`config.mk`:
```
export PLATFORM = sky130hd
export DESIGN_NAME = mtll_head_tbl
export DESIGN_NICKNAME = d
export VERILOG_FILES = /design/src/design/assert_macros.svh /design/src/design/mtll_pkg.sv /design/src/design/mtll_head_tbl.sv
export SDC_FILE = /design/constraint.sdc
export NUM_CORES = 1
export LEC_CHECK = 0
export BUFFER_PORTS_ARGS = -buffer_cell sky130_fd_sc_hd__buf_2
export CELL_PAD_IN_SITES_DETAIL_PLACEMENT = 0
export CELL_PAD_IN_SITES_GLOBAL_PLACEMENT = 1
export CORE_ASPECT_RATIO = 0.7
export CORE_MARGIN = 4
export CORE_UTILIZATION = 29
export DETAILED_ROUTE_END_ITERATION = 10
export PLACE_DENSITY_LB_ADDON = 0.1
export SLEW_MARGIN = 5
export SYNTH_ARGS = -nofsm -noshare
export SYNTH_HDL_FRONTEND = slang
export SYNTH_SLANG_ARGS = --single-unit
```
`constraint.sdc`:
```
create_clock -name clk -period 8.3 [get_ports clk]
set_input_delay 1.245 -clock clk [delete_from_list [all_inputs] [get_ports clk]]
set_output_delay 1.245 -clock clk [all_outputs]
set_load 0.01 [all_outputs]
```
`src/design/assert_macros.svh`:
```
// ---------------------------------------------------------------------------
// Assertion macros
// Shared concurrent assertion forms used by the linked list manager.
// ---------------------------------------------------------------------------
`ifndef ASSERT_MACROS_SVH
`define ASSERT_MACROS_SVH

// Same-cycle implication, disabled while reset is asserted.
`define ASSERT_IMP(label, clk, rst_n, ante, cons) \
  label: assert property (@(posedge clk) disable iff (!rst_n) (ante) |-> (cons)) \
    else $error("mtll: same-cycle check failed");

// Next-cycle implication, disabled while reset is asserted.
`define ASSERT_NXT(label, clk, rst_n, ante, cons) \
  label: assert property (@(posedge clk) disable iff (!rst_n) (ante) |=> (cons)) \
    else $error("mtll: next-cycle check failed");

`endif

```
`src/design/mtll_pkg.sv`:
```
// ---------------------------------------------------------------------------
// mtll_pkg
// Types, codes and default sizes of the multi-trail linked list manager.
// ---------------------------------------------------------------------------
package mtll_pkg;

  localparam int NUM_SLOTS_DEF  = 256;
  localparam int MAX_TRAILS_DEF = 16;

  localparam int FUNC_W   = 1;
  localparam int SLOT_W   = 8;
  localparam int STATUS_W = 1;
  localparam int TRAIL_W  = 4;
  localparam int TCNT_W   = 5;

  localparam logic [FUNC_W-1:0]   FUNC_SPAWN    = 1'b0;
  localparam logic [FUNC_W-1:0]   FUNC_KILL     = 1'b1;
  localparam logic [STATUS_W-1:0] STATUS_DONE   = 1'b0;
  localparam logic [STATUS_W-1:0] STATUS_REJECT = 1'b1;

  typedef enum logic [1:0] {
    ST_IDLE,
    ST_SPAWN,
    ST_KILL,
    ST_REJECT
  } state_t;

  // Commands to the trail head table.
  typedef struct packed {
    logic take_rr;
    logic set_head;
  } head_ctl_t;

  // Commands to the link memories.
  typedef struct packed {
    logic rd_en;
    logic prev_we;
    logic trail_we;
    logic next_we;
  } mem_ctl_t;

endpackage

```
`src/design/mtll_head_tbl.sv`:
```
// ---------------------------------------------------------------------------
// mtll_head_tbl
// Trail head registers, round-robin pointer and the trail count register.
// ---------------------------------------------------------------------------
module mtll_head_tbl #(
  parameter int NUM_SLOTS  = mtll_pkg::NUM_SLOTS_DEF,
  parameter int MAX_TRAILS = mtll_pkg::MAX_TRAILS_DEF,
  localparam int SIDX_W    = $clog2(NUM_SLOTS),
  localparam int LINK_W    = SIDX_W + 1,
  localparam int TR_W      = (MAX_TRAILS > 1) ? $clog2(MAX_TRAILS) : 1
) (
  input  logic                        clk,
  input  logic                        rst_n,
  input  logic                        cfg_we,
  input  logic [mtll_pkg::TCNT_W-1:0] cfg_data,
  input  mtll_pkg::head_ctl_t         ctl,
  input  logic [TR_W-1:0]             rd_trail,
  input  logic [TR_W-1:0]             wr_trail,
  input  logic [LINK_W-1:0]           wr_link,
  output logic [TR_W-1:0]             rr_trail,
  output logic [LINK_W-1:0]           rd_link,
  output logic                        rd_in_use
);

  localparam logic [LINK_W-1:0] LINK_NONE = {1'b1, {SIDX_W{1'b0}}};

  logic [mtll_pkg::TCNT_W-1:0] tc_r, tc_nxt;
  logic [TR_W-1:0]             rr_r, rr_nxt;
  logic [LINK_W-1:0]           heads_r [MAX_TRAILS];

  // Saturate the written count into the range 1 .. MAX_TRAILS.
  always_comb begin
    tc_nxt = cfg_data;
    if (cfg_data == '0) begin
      tc_nxt = mtll_pkg::TCNT_W'(1);
    end else if (32'(cfg_data) > MAX_TRAILS) begin
      tc_nxt = mtll_pkg::TCNT_W'(MAX_TRAILS);
    end
  end

  always_comb begin
    rr_trail = rr_r;
    if (32'(rr_r) >= 32'(tc_r)) begin
      rr_trail = '0;
    end
    if (32'(rr_trail) + 1 >= 32'(tc_r)) begin
      rr_nxt = '0;
    end else begin
      rr_nxt = rr_trail + TR_W'(1);
    end
  end

  assign rd_link   = heads_r[rd_trail];
  assign rd_in_use = (32'(rd_trail) < 32'(tc_r));

  always_ff @(posedge clk) begin
    if (!rst_n) begin
      tc_r <= mtll_pkg::TCNT_W'(1);
      rr_r <= '0;
      for (int i = 0; i < MAX_TRAILS; i++) begin
        heads_r[i] <= LINK_NONE;
      end
    end else if (cfg_we) begin
      tc_r <= tc_nxt;
      rr_r <= '0;
      for (int i = 0; i < MAX_TRAILS; i++) begin
        heads_r[i] <= LINK_NONE;
      end
    end else begin
      if (ctl.take_rr) begin
        rr_r <= rr_nxt;
      end
      if (ctl.set_head) begin
        heads_r[wr_trail] <= wr_link;
      end
    end
  end

endmodule

```
* Word level (Yosys, flattened, before mapping) *
Memories as Yosys holds them, arrays and structs flattened.
Index checks and enable logic that the tools add are counted.

operators by class
  add/sub/neg operators = 2
  bitwise gates (word level) = 17
  magnitude comparators = 4
  muxes and demuxes = 31
  reductions and logical operators = 3

operators by type and width
  cell                                                           number
  9-bit two-way mux                                              17
  1-bit OR                                                       16
  4-bit two-way mux                                              3
  5-bit two-way mux                                              2
  1-bit two-way mux                                              9
  9-bit OR reduction                                             1
  4-bit by 1-bit adder with 5-bit output, second input constant  1
  4-bit by 5-bit greater-or-equal comparator with 1-bit output   1
  5-bit greater-or-equal comparator                              1
  5-bit > comparator, second input constant                      1
  5-bit zero test                                                1
  4-bit by 5-bit less-than comparator with 1-bit output          1
  4-bit by 1-bit adder with 4-bit output, second input constant  1
  2-bit OR reduction                                             1
  1-bit NOT                                                      1

word-level totals
  memories = 1
  bits in registers = 9
  input bits = 27
  logic and storage cells = 60
  memory bits (writable) = 144
  output and inout port bits = 14

memory list
  name     depth  width  rd ports  clocked after memory_dff  wr ports  line                 text
  heads_r  16     9      1         0                         16        mtll_head_tbl.sv:29  logic [LINK_W-1:0] heads_r [MAX_TRAILS];

* Longest topological paths before layout *
  depth in word-level cells = 6
  depth in mapped cells = 14

* Least setup slack after synthesis *
No wires, ideal clock.

  path type = input -> output
  start point = in rd_trail[1]
  end point = out rd_link[0]
  cell stages on the path = 4
  slack = 4,423 ps
  arrival = 2,632 ps
  cell sequence = clkbuf_1 -> clkbuf_1 -> mux4_1 -> mux4_2

between the ends
  longest elaborated chain between the ends = 1

ends and longest elaborated chain
  element            line                 text
  start, declared    mtll_head_tbl.sv:17  input logic [TR_W-1:0] rd_trail,
  memory 16 x 9 bit  n/a
  end, declared      mtll_head_tbl.sv:21  output logic [LINK_W-1:0] rd_link,

No other way between the ends.

* Final worst setup path *
  start point = in rd_trail[0]
  end point = out rd_link[8]

The elaborated chain is that of the path after synthesis.

==> key figures <==
Logic synthesis
  – Syn nets: roughly 530
  – Syn Inst Count: 491
  – Top post-synthesis cells by area: edfxtp_1, mux4_1, and2_1
  – Mapped cell area: 7510 µm²
  – Yosys warnings: 0
  – Netlist cell types: 38
  – Yosys top cell area share: 57.6%
  – Mean post-synth cell area: 15.3 µm²
  – Post-synthesis sequential area ratio: 60.0%
  – Number of synthesized flops with an enable pin: 144
  – Async SR Flop Fraction: 0%
  – #FFs+latches synth: about 150
  – Largest area contributor in the synthesized netlist: edfxtp_1
  – Ys flop type: edfxtp_1

Global routing
  – Pin count of the biggest net entering global routing: 38
  – Grt ovf: 0
  – Vias in the first global route: 4383
  – Initial antenna violation count: 1
  – GRT Total Usage: 14.9%
  – Global-route wire length before repair: 30600 µm

Cells and area
  – Layout fillers: 2394
  – Commonest non-fill, non-tap cells in the layout: edfxtp_1, and2_1, buf_2
  – Commonest non-fill, non-tap cell in the layout: edfxtp_1
  – Final Net Count: 573
  – Syn-to-layout area delta: 15.6%
  – Share of layout cells above drive strength 1: between 10% and 20%

Clocking
  – Clock latency on the worst-skew pair: 0.43 ns
  – CTS tree: done
  – Clock Sinks: approximately 150
  – Clock transition at the registers of the reported paths: 0.06 ns
  – H-tree Lvls: 4
  – Clock tree buffer depth: 2
  – Post-cts resize count: 0
  – Root buf cell: clkbuf_16
  – TritonCTS Buffers: 17
  – # Post-CTS Setup Buffers: 0
  – CTS Hold Bufs: 0

Setup path
  – Slowest CP cell: buf_2
  – Most used cell along the critical path: buf_2
  – CP Max Fanout: 37
  – Critical Path Max Stage Delay: 0.84 ns
  – CP Launch Type: input pin
  – Critical path class: in -> out
  – Top delay family on crit path: multiplexers
  – Worst EP arrival: 3.57 ns
  – Critical path endpoint category: output port
  – Worst-path cell chain: buf_2 -> mux4_1 -> mux4_2 -> buf_2
  – Critical path buffer and inverter count: 2
  – Worst EP required: 7.05 ns

Pwr
  – Switch Pwr: 0.411 mW
  – Max IR drop VDD: 0.145 mV
  – Clock network fraction of total power: 44.2%
  – Reg power frac: 48.0%
  – Pwr/cell area: 214 nW/µm²
  – Cell Int Power: ~1.5 mW
  – Final total power: 1.86 mW
  – Comb power frac: 7.8%
  – Switching Share: 22.1%
  – LEAKAGE: roughly 3.3 nW

Routing
  – WL/cell: 23.8 µm
  – Vias per Instance: 4.84
  – DRT iter0 DRCs: approximately 320
  – Total number of vias: around 4200
  – Drt total wl: 20800 µm
  – Post-DRT Antenna Nets: 0
  – Drt pass-1 iters: 4
  – Drt drc: 0

Floorplanning
  – Width of the die: roughly 200 µm
  – Die Height: 143 µm
  – Die area: 28600 µm²
  – Std cell rows: 48
  – Starting Density: between 20 and 30%
  – Core area: roughly 25000 µm²
  – Number of top-level pins: 41

STA
  – Fin crit share: 58.0%
  – Shortest period the worst path allows: 4.81 ns
  – FMAX: 208 MHz
  – Fin Clk Skew: approximately 0.0056 ns
  – Post-route setup TNS: 0 ns
  – Max Slew Vio Count: 0
  – Final hold viol count: 0
  – Worst Tran Pin Value: approximately 1.3 ns
  – Slew headroom: between 10% and 20%
  – Final setup vio count: 0
  – RSZ-0062 raised after global routing: no

Status
  – Status: complete, no violations

Placed design
  – GPL Wtd Cong: between 0.7 and 0.8
  – Final HPWL DP: 14400 µm
  – Port Buffer Count: 40

Worst hold path
  – Hold WC Path Type: reg -> reg

Flow run
  – MaxCap Viol Count: 0
[synthesized netlist by cell type (4+ instances only)]
cell / instances
a21oi_1: 4
and2_1: 134
buf_2: 4
clkbuf_1: 19
dfxtp_1: 9
edfxtp_1: 144
ha_1: 13
inv_1: 8
mux4_1: 34
mux4_2: 11
nand2_1: 9
nand2b_1: 13
nand3_1: 9
nor2_1: 9
nor2b_1: 5
o21ai_0: 20
or3_1: 13
[sequential cells by signal, summed over array words and instances, names as in the netlist]
register  cells
heads_r     144
tc_r          5
rr_r          4
[per-layer routing]
metal | share of wire [%] | global-route usage, % | up-vias
met5 | 0 | 0 | -
met3 | 4.1 | 3.81 | 12
met4 | 0.68 | 3.22 | 0
li1 | - | - | 1948
met1 | 53 | 23.2 | 2170
met2 | 42 | 21.0 | 91
[worst min-delay path: stages, from the launching register on]
cell	delay [ns]
dfxtp_1	0.31
mux2i_1	0.12
nor2b_1	0.06
[cell families after synthesis]
kind of cell / count (synthesis) / synth area share, %
AOI/OAI and AO/OA: 31 / 2.55
adders and majority gates: 13 / 2.17
and+or+nand+nor: 210 / 17.4
buffers and inverters: 36 / 2.32
muxes: 46 / 15.3
DFF: 153 / 60.0
xor gates and xnor gates: 2 / 0.233
[power groups by stage]
stage	logic, mW	registers (mW)	clock network, mW
floorplan	0.0879	0.903	0
detailed placement	0.147	0.911	0
CTS	0.147	0.894	0.840
global route	0.156	0.897	0.877
finish	0.145	0.894	0.823
global placement	0.147	0.910	0
[per-stage QoR]
| stage | setup slack (ns) | instance area, µm² | hold WS, ns | utilization [%] | std cells |
|---|---|---|---|---|---|
| floorplan | 4.42 | 7510 | 0.462 | - | 491 |
| global placement | 3.43 | 8050 | 0.516 | 32.2 | 839 |
| detailed placement | 3.46 | 8050 | 0.520 | 32.2 | 839 |
| CTS | 3.46 | 8670 | 0.531 | 34.6 | 871 |
| global route | 3.41 | 8680 | 0.551 | 34.7 | 871 |
| finish | 3.49 | 8680 | 0.534 | 34.7 | 873 |
[worst paths after layout]
kind	slack, ns	end	depth (start not counted)	startpoint
max	3.49	rd_link[8]	4	rd_trail[0]
min	0.53	tc_r[4]	2	tc_r[4]
max reg2reg	4.54	rr_r[2]	14	rr_r[0]
min reg2reg	0.53	tc_r[4]	2	tc_r[4]
[area by class of cell]
class                           count  area (µm²)  share of cell area [%]
Antenna cell                        2        5.00                  0.0576
Clock inverter                     12         174                    2.00
Timing Repair Buffer               51         283                    3.26
Clock buffer                       20         447                    5.14
Tap cell                          325         407                    4.68
Multi-Input combinational cell    302        2830                    32.6
Sequential cell                   153        4500                    51.9
Inverter                            8        30.0                   0.346
Note: power is estimated with default switching activity, not from simulation.
